### src/design/tbq_pkg.sv
`timescale 1ns / 1ps
// Shared types and constants for the three-axis biquad low-pass block.
// No dependencies; every other file imports this package.
package tbq_pkg;

    localparam int SAMPLE_W   = 24;
    localparam int COEF_W     = 24;
    localparam int STAMP_W    = 64;
    localparam int DELAY_W    = 20;
    localparam int STATE_W    = 40;
    localparam int STATE_FRAC = 8;
    localparam int FIELD_AXES = 3;
    localparam int AXIS_W     = 2;
    localparam int OPA_W      = 30;
    localparam int OPB_W      = 25;
    localparam int PROD_W     = OPA_W + OPB_W;
    localparam int ACC_W      = 72;
    localparam int Y_W        = 48;
    localparam int Y_SPLIT    = 24;
    localparam int PADDR_W    = 5;
    localparam int PDATA_W    = 32;

    typedef enum logic [2:0] {
        REG_B0    = 3'd0,
        REG_B1    = 3'd1,
        REG_B2    = 3'd2,
        REG_A1    = 3'd3,
        REG_A2    = 3'd4,
        REG_EN    = 3'd5,
        REG_DELAY = 3'd6
    } reg_idx_t;

    typedef enum logic {
        OP_FILTER = 1'b0,
        OP_SEED   = 1'b1
    } op_t;

    typedef enum logic [2:0] {
        TERM_B0X,
        TERM_B1X,
        TERM_B2X,
        TERM_A1Y,
        TERM_A2Y,
        TERM_SEED1,
        TERM_SEED2
    } term_t;

    typedef struct packed {
        logic              valid;
        term_t             term;
        logic              hi;
        logic              last;
        logic [AXIS_W-1:0] axis;
    } mac_tag_t;

    typedef struct packed {
        logic signed [COEF_W-1:0] b0;
        logic signed [COEF_W-1:0] b1;
        logic signed [COEF_W-1:0] b2;
        logic signed [COEF_W-1:0] a1;
        logic signed [COEF_W-1:0] a2;
        logic                     enable;
        logic [DELAY_W-1:0]       delay_us;
    } cfg_t;

    typedef struct packed {
        logic                       operation;
        logic signed [SAMPLE_W-1:0] sample_x;
        logic signed [SAMPLE_W-1:0] sample_y;
        logic signed [SAMPLE_W-1:0] sample_z;
        logic [STAMP_W-1:0]         stamp_in;
    } in_item_t;

    typedef struct packed {
        logic                       status;
        logic signed [SAMPLE_W-1:0] filtered_x;
        logic signed [SAMPLE_W-1:0] filtered_y;
        logic signed [SAMPLE_W-1:0] filtered_z;
        logic [STAMP_W-1:0]         stamp_out;
    } out_item_t;

endpackage

### src/design/tbq_regs.sv
`timescale 1ns / 1ps
// APB-style register bank: coefficients, enable and group delay.
// Depends on tbq_pkg.
module tbq_regs import tbq_pkg::*; (
    input  logic               aclk,
    input  logic               aresetn,
    input  logic               psel,
    input  logic               penable,
    input  logic               pwrite,
    input  logic [PADDR_W-1:0] paddr,
    input  logic [PDATA_W-1:0] pwdata,
    output logic [PDATA_W-1:0] prdata,
    output logic               pready,
    output cfg_t               cfg
);

    cfg_t     cfg_reg;
    reg_idx_t idx;
    logic     wr_en;

    assign idx    = reg_idx_t'(paddr[PADDR_W-1:2]);
    assign wr_en  = psel & penable & pwrite;
    assign pready = 1'b1;
    assign cfg    = cfg_reg;

    always_ff @(posedge aclk) begin
        if (!aresetn) begin
            cfg_reg <= '0;
        end else if (wr_en) begin
            unique case (idx)
                REG_B0:    cfg_reg.b0       <= pwdata[COEF_W-1:0];
                REG_B1:    cfg_reg.b1       <= pwdata[COEF_W-1:0];
                REG_B2:    cfg_reg.b2       <= pwdata[COEF_W-1:0];
                REG_A1:    cfg_reg.a1       <= pwdata[COEF_W-1:0];
                REG_A2:    cfg_reg.a2       <= pwdata[COEF_W-1:0];
                REG_EN:    cfg_reg.enable   <= pwdata[0];
                REG_DELAY: cfg_reg.delay_us <= pwdata[DELAY_W-1:0];
                default: ;
            endcase
        end
    end

    always_comb begin
        unique case (idx)
            REG_B0:    prdata = {{(PDATA_W-COEF_W){1'b0}}, cfg_reg.b0};
            REG_B1:    prdata = {{(PDATA_W-COEF_W){1'b0}}, cfg_reg.b1};
            REG_B2:    prdata = {{(PDATA_W-COEF_W){1'b0}}, cfg_reg.b2};
            REG_A1:    prdata = {{(PDATA_W-COEF_W){1'b0}}, cfg_reg.a1};
            REG_A2:    prdata = {{(PDATA_W-COEF_W){1'b0}}, cfg_reg.a2};
            REG_EN:    prdata = {{(PDATA_W-1){1'b0}}, cfg_reg.enable};
            REG_DELAY: prdata = {{(PDATA_W-DELAY_W){1'b0}}, cfg_reg.delay_us};
            default:   prdata = '0;
        endcase
    end

endmodule

### src/design/tbq_mac.sv
`timescale 1ns / 1ps
// Shared multiply-accumulate unit: registered product, then accumulator with
// rounding bias; gives each finished term rounded half up. Depends on tbq_pkg.
module tbq_mac import tbq_pkg::*; #(
    parameter int COEF_FRAC_BITS = 20
) (
    input  logic                    aclk,
    input  logic                    aresetn,
    input  logic signed [OPA_W-1:0] op_a,
    input  logic signed [OPB_W-1:0] op_b,
    input  mac_tag_t                tag_in,
    output logic signed [ACC_W-1:0] term,
    output mac_tag_t                tag_out
);

    localparam int X_SHIFT = COEF_FRAC_BITS - STATE_FRAC;
    localparam logic signed [ACC_W-1:0] X_BIAS = ACC_W'(1) <<< (X_SHIFT - 1);
    localparam logic signed [ACC_W-1:0] Y_BIAS = ACC_W'(1) <<< (COEF_FRAC_BITS - 1);

    logic signed [PROD_W-1:0] prod_reg;
    logic signed [ACC_W-1:0]  acc_reg;
    logic signed [ACC_W-1:0]  acc_next;
    logic signed [ACC_W-1:0]  prod_ext;
    logic signed [ACC_W-1:0]  bias;
    mac_tag_t                 tag1_reg;
    mac_tag_t                 tag2_reg;

    function automatic logic is_y_term(input term_t t);
        return (t == TERM_A1Y) || (t == TERM_A2Y);
    endfunction

    always_comb begin
        prod_ext = ACC_W'(prod_reg);
        bias     = is_y_term(tag1_reg.term) ? Y_BIAS : X_BIAS;
        // upper partial of a split operand lands 24 bits up
        acc_next = tag1_reg.hi ? acc_reg + (prod_ext <<< Y_SPLIT) : bias + prod_ext;
    end

    always_ff @(posedge aclk) begin
        if (!aresetn) begin
            tag1_reg <= '0;
            tag2_reg <= '0;
        end else begin
            tag1_reg <= tag_in;
            tag2_reg <= tag1_reg;
        end
        prod_reg <= op_a * op_b;
        if (tag1_reg.valid) begin
            acc_reg <= acc_next;
        end
    end

    assign term    = is_y_term(tag2_reg.term) ? (acc_reg >>> COEF_FRAC_BITS)
                                              : (acc_reg >>> X_SHIFT);
    assign tag_out = tag2_reg;

endmodule

### src/design/three_axis_biquad_lowpass_top.sv
`timescale 1ns / 1ps
// Three-axis biquad low-pass, transposed direct form II, one shared multiplier.
// Per axis, of min(AXES,3): an enabled filter beat issues b0*x, b1*x, b2*x,
// then a1*y and a2*y as low and high partials; a seed beat issues both seed
// terms; if disabled, clamped samples pass. A new beat is taken in the cycle
// after handover to the output register; the multiplier issuing one partial
// product a cycle sets the rate. Reset clears registers, delay terms, handshake.
module three_axis_biquad_lowpass_top import tbq_pkg::*; #(
    parameter int AXES           = 3,
    parameter int SAMPLE_BITS    = 24,
    parameter int COEF_FRAC_BITS = 20
) (
    input  logic               aclk,
    input  logic               aresetn,
    input  logic               s_valid,
    output logic               s_ready,
    input  in_item_t           s_data,
    output logic               m_valid,
    input  logic               m_ready,
    output out_item_t          m_data,
    input  logic               psel,
    input  logic               penable,
    input  logic               pwrite,
    input  logic [PADDR_W-1:0] paddr,
    input  logic [PDATA_W-1:0] pwdata,
    output logic [PDATA_W-1:0] prdata,
    output logic               pready
);

    localparam int USED_AXES = (AXES < FIELD_AXES) ? AXES : FIELD_AXES;
    localparam int AX_IDX_W  = (USED_AXES > 1) ? $clog2(USED_AXES) : 1;
    localparam logic [2:0] LAST_FILTER_STEP = 3'd6;
    localparam logic [2:0] LAST_SEED_STEP   = 3'd1;
    localparam logic signed [ACC_W-1:0] SMAX =
        (ACC_W'(1) <<< (SAMPLE_BITS - 1)) - ACC_W'(1);
    localparam logic signed [ACC_W-1:0] SMIN = ~SMAX;
    localparam logic signed [ACC_W-1:0] YMAX = SMAX <<< STATE_FRAC;
    localparam logic signed [ACC_W-1:0] YMIN = SMIN <<< STATE_FRAC;
    localparam logic signed [ACC_W-1:0] Y_HALF = ACC_W'(1) <<< (STATE_FRAC - 1);
    localparam logic signed [ACC_W-1:0] STATE_MAX =
        (ACC_W'(1) <<< (STATE_W - 1)) - ACC_W'(1);
    localparam logic signed [ACC_W-1:0] STATE_MIN = ~STATE_MAX;
    localparam logic signed [OPA_W-1:0] ONE_A = OPA_W'(1) <<< COEF_FRAC_BITS;

    typedef enum logic [2:0] {
        ST_IDLE,
        ST_LOAD,
        ST_ISSUE,
        ST_DRAIN,
        ST_DONE
    } state_t;

    cfg_t cfg;

    state_t            state_reg;
    logic [AXIS_W-1:0] axis_reg;
    logic [2:0]        step_reg;
    logic              drain_reg;
    logic              m_valid_reg;
    out_item_t         m_data_reg;

    in_item_t                   in_reg;
    logic signed [SAMPLE_W-1:0] x_reg      [USED_AXES];
    logic signed [STATE_W-1:0]  first_reg  [USED_AXES];
    logic signed [STATE_W-1:0]  second_reg [USED_AXES];
    logic signed [SAMPLE_W-1:0] res_reg    [FIELD_AXES];
    logic signed [Y_W-1:0]      y_reg;
    logic signed [ACC_W-1:0]    f_reg;
    logic signed [ACC_W-1:0]    s_reg;
    logic signed [OPA_W-1:0]    seed1_reg;
    logic signed [OPA_W-1:0]    seed2_reg;
    logic [STAMP_W-1:0]         stamp_reg;
    logic                       flag_reg;

    logic signed [SAMPLE_W-1:0] sample_arr [FIELD_AXES];
    logic signed [ACC_W-1:0]    xs_w       [USED_AXES];
    logic signed [SAMPLE_W-1:0] xc_w       [FIELD_AXES];
    logic                       clamp_any;

    logic signed [OPA_W-1:0] op_a;
    logic signed [OPB_W-1:0] op_b;
    logic signed [OPB_W-1:0] x_op;
    logic signed [OPB_W-1:0] ylo_op;
    logic signed [OPB_W-1:0] yhi_op;
    mac_tag_t                issue_tag;
    mac_tag_t                fin_tag;
    logic signed [ACC_W-1:0] term;
    logic                    is_seed;
    logic [2:0]              last_step;
    logic [AX_IDX_W-1:0]     ax_i;
    logic [AX_IDX_W-1:0]     fa;
    logic                    fin;
    logic signed [ACC_W-1:0] ysum;
    logic signed [ACC_W-1:0] ysat;
    logic                    y_hit;
    logic signed [ACC_W-1:0] yround;
    logic signed [ACC_W-1:0] fsum;
    logic signed [ACC_W-1:0] fdiff;
    logic signed [ACC_W-1:0] sdiff;

    function automatic logic signed [STATE_W-1:0] sat_st(input logic signed [ACC_W-1:0] v);
        if (v > STATE_MAX) begin
            return STATE_MAX[STATE_W-1:0];
        end else if (v < STATE_MIN) begin
            return STATE_MIN[STATE_W-1:0];
        end
        return v[STATE_W-1:0];
    endfunction

    function automatic logic st_over(input logic signed [ACC_W-1:0] v);
        return (v > STATE_MAX) || (v < STATE_MIN);
    endfunction

    tbq_regs u_regs (
        .aclk    (aclk),
        .aresetn (aresetn),
        .psel    (psel),
        .penable (penable),
        .pwrite  (pwrite),
        .paddr   (paddr),
        .pwdata  (pwdata),
        .prdata  (prdata),
        .pready  (pready),
        .cfg     (cfg)
    );

    tbq_mac #(
        .COEF_FRAC_BITS (COEF_FRAC_BITS)
    ) u_mac (
        .aclk    (aclk),
        .aresetn (aresetn),
        .op_a    (op_a),
        .op_b    (op_b),
        .tag_in  (issue_tag),
        .term    (term),
        .tag_out (fin_tag)
    );

    assign s_ready = (state_reg == ST_IDLE);
    assign m_valid = m_valid_reg;
    assign m_data  = m_data_reg;

    assign sample_arr[0] = in_reg.sample_x;
    assign sample_arr[1] = in_reg.sample_y;
    assign sample_arr[2] = in_reg.sample_z;

    assign is_seed   = (in_reg.operation == OP_SEED);
    assign last_step = is_seed ? LAST_SEED_STEP : LAST_FILTER_STEP;

    // clamp each sample to the configured sample range; axes not carried read 0
    always_comb begin
        clamp_any = 1'b0;
        for (int i = 0; i < FIELD_AXES; i++) begin
            xc_w[i] = '0;
        end
        for (int i = 0; i < USED_AXES; i++) begin
            xs_w[i] = ACC_W'(sample_arr[i]);
            if (xs_w[i] > SMAX) begin
                xc_w[i]   = SMAX[SAMPLE_W-1:0];
                clamp_any = 1'b1;
            end else if (xs_w[i] < SMIN) begin
                xc_w[i]   = SMIN[SAMPLE_W-1:0];
                clamp_any = 1'b1;
            end else begin
                xc_w[i] = sample_arr[i];
            end
        end
    end

    // operand selection for the step being issued
    always_comb begin
        ax_i   = axis_reg[AX_IDX_W-1:0];
        x_op   = OPB_W'(x_reg[ax_i]);
        ylo_op = {1'b0, y_reg[Y_SPLIT-1:0]};
        yhi_op = OPB_W'($signed(y_reg[Y_W-1:Y_SPLIT]));
        op_a   = OPA_W'(cfg.b0);
        op_b   = x_op;
        issue_tag       = '0;
        issue_tag.valid = (state_reg == ST_ISSUE);
        issue_tag.axis  = axis_reg;
        issue_tag.last  = 1'b1;
        issue_tag.term  = TERM_B0X;
        if (is_seed) begin
            if (step_reg == 3'd0) begin
                op_a           = seed1_reg;
                issue_tag.term = TERM_SEED1;
            end else begin
                op_a           = seed2_reg;
                issue_tag.term = TERM_SEED2;
            end
        end else begin
            case (step_reg)
                3'd0: begin
                    op_a           = OPA_W'(cfg.b0);
                    issue_tag.term = TERM_B0X;
                end
                3'd1: begin
                    op_a           = OPA_W'(cfg.b1);
                    issue_tag.term = TERM_B1X;
                end
                3'd2: begin
                    op_a           = OPA_W'(cfg.b2);
                    issue_tag.term = TERM_B2X;
                end
                3'd3: begin
                    op_a           = OPA_W'(cfg.a1);
                    op_b           = ylo_op;
                    issue_tag.term = TERM_A1Y;
                    issue_tag.last = 1'b0;
                end
                3'd4: begin
                    op_a           = OPA_W'(cfg.a1);
                    op_b           = yhi_op;
                    issue_tag.term = TERM_A1Y;
                    issue_tag.hi   = 1'b1;
                end
                3'd5: begin
                    op_a           = OPA_W'(cfg.a2);
                    op_b           = ylo_op;
                    issue_tag.term = TERM_A2Y;
                    issue_tag.last = 1'b0;
                end
                default: begin
                    op_a           = OPA_W'(cfg.a2);
                    op_b           = yhi_op;
                    issue_tag.term = TERM_A2Y;
                    issue_tag.hi   = 1'b1;
                end
            endcase
        end
    end

    // combine a finished term with the delay terms
    always_comb begin
        fin  = fin_tag.valid && fin_tag.last;
        fa   = fin_tag.axis[AX_IDX_W-1:0];
        ysum = term + ACC_W'(first_reg[fa]);
        y_hit = 1'b0;
        if (ysum > YMAX) begin
            ysat  = YMAX;
            y_hit = 1'b1;
        end else if (ysum < YMIN) begin
            ysat  = YMIN;
            y_hit = 1'b1;
        end else begin
            ysat = ysum;
        end
        yround = (ysat + Y_HALF) >>> STATE_FRAC;
        fsum   = term + ACC_W'(second_reg[fa]);
        fdiff  = f_reg - term;
        sdiff  = s_reg - term;
    end

    // sequencer and output register
    always_ff @(posedge aclk) begin
        if (!aresetn) begin
            state_reg   <= ST_IDLE;
            axis_reg    <= '0;
            step_reg    <= '0;
            drain_reg   <= 1'b0;
            m_valid_reg <= 1'b0;
        end else begin
            if (m_valid_reg && m_ready && state_reg != ST_DONE) begin
                m_valid_reg <= 1'b0;
            end
            unique case (state_reg)
                ST_IDLE: begin
                    if (s_valid) begin
                        state_reg <= ST_LOAD;
                    end
                end
                ST_LOAD: begin
                    axis_reg  <= '0;
                    step_reg  <= '0;
                    state_reg <= cfg.enable ? ST_ISSUE : ST_DONE;
                end
                ST_ISSUE: begin
                    if (step_reg == last_step) begin
                        step_reg <= '0;
                        if (axis_reg == AXIS_W'(USED_AXES - 1)) begin
                            drain_reg <= 1'b0;
                            state_reg <= ST_DRAIN;
                        end else begin
                            axis_reg <= axis_reg + AXIS_W'(1);
                        end
                    end else begin
                        step_reg <= step_reg + 3'd1;
                    end
                end
                ST_DRAIN: begin
                    drain_reg <= 1'b1;
                    if (drain_reg) begin
                        state_reg <= ST_DONE;
                    end
                end
                ST_DONE: begin
                    if (!m_valid_reg || m_ready) begin
                        m_valid_reg           <= 1'b1;
                        m_data_reg.status     <= flag_reg;
                        m_data_reg.filtered_x <= res_reg[0];
                        m_data_reg.filtered_y <= res_reg[1];
                        m_data_reg.filtered_z <= res_reg[2];
                        m_data_reg.stamp_out  <= stamp_reg;
                        state_reg             <= ST_IDLE;
                    end
                end
                default: state_reg <= ST_IDLE;
            endcase
        end
    end

    // datapath registers
    always_ff @(posedge aclk) begin
        if (state_reg == ST_IDLE && s_valid) begin
            in_reg <= s_data;
        end
        if (state_reg == ST_LOAD) begin
            flag_reg  <= clamp_any;
            seed1_reg <= ONE_A - OPA_W'(cfg.b0);
            seed2_reg <= OPA_W'(cfg.b2) - OPA_W'(cfg.a2);
            stamp_reg <= (in_reg.stamp_in <= STAMP_W'(cfg.delay_us))
                         ? STAMP_W'(1) : in_reg.stamp_in - STAMP_W'(cfg.delay_us);
            for (int i = 0; i < FIELD_AXES; i++) begin
                res_reg[i] <= xc_w[i];
            end
            for (int i = 0; i < USED_AXES; i++) begin
                x_reg[i] <= xc_w[i];
            end
        end
        if (fin) begin
            case (fin_tag.term)
                TERM_B0X: begin
                    y_reg                 <= ysat[Y_W-1:0];
                    res_reg[fin_tag.axis] <= yround[SAMPLE_W-1:0];
                    if (y_hit) begin
                        flag_reg <= 1'b1;
                    end
                end
                TERM_B1X: f_reg <= fsum;
                TERM_B2X: s_reg <= term;
                TERM_A1Y, TERM_A2Y, TERM_SEED1, TERM_SEED2: begin
                    if ((fin_tag.term == TERM_A1Y && st_over(fdiff))
                        || (fin_tag.term == TERM_A2Y && st_over(sdiff))
                        || (fin_tag.term != TERM_A1Y && fin_tag.term != TERM_A2Y
                            && st_over(term))) begin
                        flag_reg <= 1'b1;
                    end
                end
                default: ;
            endcase
        end
    end

    // delay terms: cleared by reset and by a seed beat, written as terms finish
    always_ff @(posedge aclk) begin
        if (!aresetn) begin
            for (int i = 0; i < USED_AXES; i++) begin
                first_reg[i]  <= '0;
                second_reg[i] <= '0;
            end
        end else begin
            if (state_reg == ST_LOAD && is_seed) begin
                for (int i = 0; i < USED_AXES; i++) begin
                    first_reg[i]  <= '0;
                    second_reg[i] <= '0;
                end
            end
            if (fin) begin
                case (fin_tag.term)
                    TERM_A1Y:   first_reg[fa]  <= sat_st(fdiff);
                    TERM_A2Y:   second_reg[fa] <= sat_st(sdiff);
                    TERM_SEED1: first_reg[fa]  <= sat_st(term);
                    TERM_SEED2: second_reg[fa] <= sat_st(term);
                    default: ;
                endcase
            end
        end
    end

    // pipeline is empty whenever a new beat can be taken
    a_drained_on_accept: assert property (@(posedge aclk) disable iff (!aresetn)
        s_ready |-> !fin_tag.valid)
        else $error("multiplier pipeline busy while accepting a beat");

    // a seed beat never issues feedback terms
    a_seed_terms: assert property (@(posedge aclk) disable iff (!aresetn)
        (issue_tag.valid && is_seed)
        |-> (issue_tag.term == TERM_SEED1 || issue_tag.term == TERM_SEED2))
        else $error("feedback term issued for a seed beat");

    // handing over from the sequencer always raises the result valid
    a_done_hands_over: assert property (@(posedge aclk) disable iff (!aresetn)
        (state_reg == ST_DONE && (!m_valid_reg || m_ready)) |=> m_valid_reg)
        else $error("finished result not presented");

endmodule
### config.mk
export PLATFORM = sky130hd
export DESIGN_NAME = three_axis_biquad_lowpass_top
export DESIGN_NICKNAME = d
export VERILOG_FILES = /design/src/design/tbq_pkg.sv /design/src/design/tbq_regs.sv /design/src/design/tbq_mac.sv /design/src/design/three_axis_biquad_lowpass_top.sv
export SDC_FILE = /design/constraint.sdc
export NUM_CORES = 2
export LEC_CHECK = 0
export BUFFER_PORTS_ARGS = -buffer_cell sky130_fd_sc_hd__buf_2
export CORE_MARGIN = 2
export CORE_UTILIZATION = 50
export CTS_CLUSTER_DIAMETER = 120
export DETAILED_ROUTE_END_ITERATION = 7
export GPL_TIMING_DRIVEN = 0
export PLACE_DENSITY = 0.69
export SYNTH_ARGS = -nofsm -noshare
export SYNTH_HDL_FRONTEND = slang
export SYNTH_HIERARCHICAL = 1
export SYNTH_SLANG_ARGS = --single-unit
### constraint.sdc
create_clock -name aclk -period 11 [get_ports aclk]
set_input_delay 0.55 -clock aclk [delete_from_list [all_inputs] [get_ports aclk]]
set_output_delay 0.55 -clock aclk [all_outputs]
set_load 0.1 [all_outputs]
## Word-level counts from Yosys, hierarchy flattened

Memory sizes are Yosys's and may differ from the RTL's. A register that Yosys moved wholly into a read port is not among the register bits.
Cells that the tools add are included.

- Flip-flop bits (word level): 800
- Latch bits: 0
- Memory bits (writable): 384
- Bits in read-only memories: 0
- Bits of input ports: 181
- Output and inout bits: 172
- Logic and storage cells: 290
- Memories: 4

Memory list:

| name | depth | width | rd ports | clocked after memory_dff | wr ports | RTL line | RTL |
|---|---|---|---|---|---|---|---|
| first_reg | 3 | 40 | 1 | 1 | 4 | three_axis_biquad_lowpass_top.sv:64 | `logic signed [STATE_W-1:0] first_reg [USED_AXES];` |
| second_reg | 3 | 40 | 1 | 1 | 4 | three_axis_biquad_lowpass_top.sv:65 | `logic signed [STATE_W-1:0] second_reg [USED_AXES];` |
| res_reg | 3 | 24 | 3 | 3 | 4 | three_axis_biquad_lowpass_top.sv:66 | `logic signed [SAMPLE_W-1:0] res_reg [FIELD_AXES];` |
| x_reg | 3 | 24 | 1 | 1 | 3 | three_axis_biquad_lowpass_top.sv:63 | `logic signed [SAMPLE_W-1:0] x_reg [USED_AXES];` |

- $add $sub $neg: 12
- Multipliers: 1
- Div/mod/pow operators: 0
- $lt $le $gt $ge: 15
- Equal/unequal tests: 34
- Shifts and indexed selects: 0
- Muxes and demuxes: 132
- Bitwise operators: 11
- Reductions and logical operators: 44

Operator list:

| kind | count |
|---|---|
| $mux 40 | 30 |
| $pmux 24 s7 | 1 |
| $gt 72x40->1 const B | 2 |
| $lt 72x40->1 const B | 2 |
| $mux 24 | 6 |
| $add 60x40->61 | 2 |
| $pmux 30 s4 | 1 |
| $mux 48 | 2 |
| $add 72x72->72 | 1 |
| $gt 24x24->1 const B | 3 |
| $lt 24x24->1 const B | 3 |
| $mux 72 | 1 |
| $sub 72x60->72 | 1 |
| $le 64x20->1 | 1 |
| $sub 64x20->64 | 1 |
| $mux 1 | 63 |
| $gt 61x32->1 const B | 1 |
| $lt 61x32->1 const B | 1 |
| $sub 60x60->61 | 1 |
| $gt 60x40->1 const B | 1 |
| $lt 60x40->1 const B | 1 |
| $mux 30 | 2 |
| $mux 59 | 1 |
| $add 21x55->56 | 1 |
| other kinds (39) | 120 |

## Depth between registers and ports, before layout

- Depth after elaboration: 15
- Depth in mapped cells: 38

## Hierarchy

The synthesis kept the hierarchy.

Modules (own cells, without submodules):

| module | instances | cells an instance | area each (um^2) | sequential area each (um^2) |
|---|---|---|---|---|
| three_axis_biquad_lowpass_top | 1 | 5972 | 63215.6 | 31610.3 |
| tbq_mac | 1 | 3766 | 34749.6 | 3223.1 |
| tbq_regs | 1 | 643 | 6381.1 | 2822.7 |

## Least setup slack after synthesis

No wires, ideal clock.

- Path type: register to register
- From: register step_reg[0]
- To: register u_mac.prod_reg[54]
- Setup time: 0.134 ns
- Data arrival time: 10.012 ns
- Required time: 10.866 ns
- Slack: 0.855 ns
- Cell stages (with the launch flop): 37
- Path through: dfxtp_1 > ha_1 > nor2b_1 > a21o_1 > clkbuf_1 > or2_2 > clkbuf_1 > clkbuf_1 > nor2_1 > a21oi_1 > nor2_1 > a31oi_1 > clkbuf_1 > nand2_1 > inv_1 > fa_1 > fa_1 > inv_1 > fa_1 > inv_1 > fa_1 > inv_1 > fa_1 > fa_1 > fa_1 > inv_1 > ha_1 > clkbuf_1 > a21o_1 > a21o_1 > a21o_1 > a21o_1 > a21oi_1 > or3b_2 > o21ai_2 > mux2i_1 > o311ai_1

- Word-level cells in the longest chain between the ends: 5
- Elaborated cells on any way between the ends: 15
- Those cells by class: mul (1); eq/ne (5); mux (5); reduce/logical (4)

Ends and longest elaborated chain:

| what | RTL line | RTL |
|---|---|---|
| start: declaration | three_axis_biquad_lowpass_top.sv:57 | `logic [2:0] step_reg;` |
| start signal: assignment | three_axis_biquad_lowpass_top.sv:287 | `step_reg <= step_reg + 3'd1;` |
| $eq 3x2->1 or $eq 3x3->1 (tied branches) | three_axis_biquad_lowpass_top.sv:192 | `case (step_reg)` |
| $reduce_or 2->1 (no source line) | n/a |  |
| $pmux 30 s4 | three_axis_biquad_lowpass_top.sv:192 |  |
| $mux 30 * | three_axis_biquad_lowpass_top.sv:183 | `if (is_seed) begin` |
| net op_a[24] | three_axis_biquad_lowpass_top.sv:80 | `logic signed [OPA_W-1:0] op_a;` |
| $mul 30x25->55 * | tbq_mac.sv:47 | `prod_reg <= op_a * op_b;` |
| end signal: assignment | tbq_mac.sv:47 |  |
| end: declaration | tbq_mac.sv:20 | `logic signed [PROD_W-1:0] prod_reg;` |

Mark *: on every way through the listed nets, which the timed path passes. The rest lies on a longest branch.
A chain may end at the register's enable or synchronous reset.

==> run_results.csv <==
group,metric,value,unit
outcome,outcome,"finished, violations left",
outcome,violations,"max-capacitance violations, max-slew violations",
final_layout,multi_input_area,60900,um2
critical_path,r2r_cells,26,
floorplanning,fp.coreArea,207000,um2
detailed_routing,drt_iter0_drc,9950,
final_layout,area_delta_synth_final,12.6,%
floorplanning,die_h,461,um
final_layout,drive_gt1_frac,0.105,
critical_path,crit_type,"reg -> reg",
detailed_routing,drc,0,
worst_hold_path,hold_path_depth,3,
floorplanning,initial_core_util,0.503,
clock_tree,numCtsBuffers,150,
global_routing,grt_pass1_wl,572000,um
critical_path,worstSetupEndpointType,"flip-flop",
timing,fmax,92.7,MHz
global_routing,grt_pass1_vias,84075,
final_layout,layout.nets,12561,
synth,synth_cells,10379,
final_layout,final_core_util,0.567,
timing,hold_viol_final,0,
detailed_routing,routed_wl,394000,um
clock_tree,clk_pin_slew,60,ps
place,place_hpwl,314000,um
floorplanning,num_rows,167,
timing,tightestPinTransition,1500,ps
global_routing,grt_max_degree,117,
job,cap_violations,1,
floorplanning,num_io_pins,353,
clock_tree,htree_levels,4,
detailed_routing,vias_per_cell,6.11,
timing,period_share,0.981,
timing,max_slew_margin,-0.00642,
clock_tree,clk_latency,840,ps
critical_path,critPathLaunchType,"flip-flop",
final_layout,seq_area,37600,um2
clock_tree,clockBufferDepth,3,
detailed_routing,vias,85445,
timing,clock_skew,56.5,ps
floorplanning,die_w,461,um
timing,slew_violations,3,
timing,tns,0,ps
place,place.port_buffers,331,
worst_hold_path,holdCritPathClass,"in -> reg",
clock_tree,cts_tree,"done",
clock_tree,cts.sinks,1328,
clock_tree,root_buffer,"clkbuf_16",
timing,setup_viol,0,
global_routing,antenna_found_initial,41,
timing,fin_crit,10790,ps
global_routing,grt_overflow,0,
synth,mappedNetlistArea,104000,um2
timing,hold_slack,59.2,ps
place,gp_congestion,1.04,
synth,ys_warn_count,6,
critical_path,cp_data_arrival_time,11480,ps
critical_path,worst-path-max-fanout,10,
detailed_routing,drt_pre_antenna_iters,7,
detailed_routing,wire_per_inst,28.1,um
floorplanning,die_area,212000,um2
detailed_routing,drtAntennaViolNets,0,
critical_path,required,11690,ps
synth,syn_area_per_cell,10.1,um2
final_layout,fillers,17976,
global_routing,grt_use_total,0.369,
place,dpl.cell_count,13560,
final_layout,finalNonFillerCells,13990,
[layer usage]
| metal | wire length (um) | vias up | share of wire | track usage |
|---|---|---|---|---|
| li1 | - | 37366 | - | - |
| met1 | 162000 | 42555 | 0.41 | 0.516 |
| met2 | 168000 | 4710 | 0.43 | 0.549 |
| met3 | 42500 | 796 | 0.11 | 0.0829 |
| met4 | 20700 | 18 | 0.053 | 0.165 |
| met5 | 125 | - | 0.00032 | 0 |
[what timing repair did]
action / in CTS / in global routing
resized for setup: 79 / 197
pin swaps: 0 / 1
hold buffers: 137 / 0
endpoints found under the setup margin: 68 / 58
hold endpoints to repair: 137 / 0
setup buffers: 0 / 8
[critical path, cell delays in order (launching register included)]
cell and delay, ps:
dfxtp_1 650, clkbuf_1 530, buf_1 610, a21oi_1 220, o21ai_1 760, clkbuf_1 950
and2_1 280, fa_1 440, fa_1 500, inv_1 50, fa_1 460, fa_1 510
inv_1 50, fa_1 460, fa_1 520, fa_1 840, ha_1 330, buf_6 140
a21o_1 180, a21o_1 190, a31o_1 270, or4b_1 590, or2_1 280, a31oi_4 340
o31ai_1 180, nor3_1 190, nor3b_1 100
[path summary, 6_finish.rpt]
path,startpoint,endpoint,slack (ps)
worst min register to register,stamp_reg[4]$_SDFFCE_PP0P_,m_data[4]$_DFFE_PP_,410
worst max register to register,flip-flop,u_mac/prod_reg[52]$_DFF_P_,210
worst max-delay path,flip-flop,u_mac/prod_reg[52]$_DFF_P_,210
worst min-delay path,m_ready,m_valid$_SDFF_PN0_,60
[per-stage QoR]
step                      cell area [um2]  setup WS [ps]
after CTS                          117000          -58.3
after global routing               117000          -12.1
after detailed placement           110000          -1020
final                              117000            214
after global placement             109000          -3480
after floorplan                    104000            855
[cell usage in the layout, fill, tap and decap left out, types with 137 or more instances in the layout]
cell           instances
a21o_1               248
a21oi_1              572
and2_1               439
buf_2                365
clkbuf_1             425
clkbuf_16            152
dfxtp_1              223
dlygate4sd3_1        137
edfxtp_1            1104
fa_1                 778
ha_1                 535
inv_1               1048
mux2i_1              236
nand2_1             1106
nor2_1               675
nor3_1               231
o21ai_0              315
xnor2_1              293
xor2_1               188
[area by class of cell]
type	instances	share of cell area
Antenna cell	21	0.000447
Buffer	595	0.0223
Clock buffer	182	0.0337
Clock inverter	86	0.00935
Inverter	1051	0.0337
Multi-Input combinational cell	7408	0.518
Sequential cell	1328	0.320
Tap cell	2788	0.0297
Timing Repair Buffer	531	0.0321
Power is not shown: default switching activity piles up to over one toggle a cycle in this logic, so the estimate is an artifact.
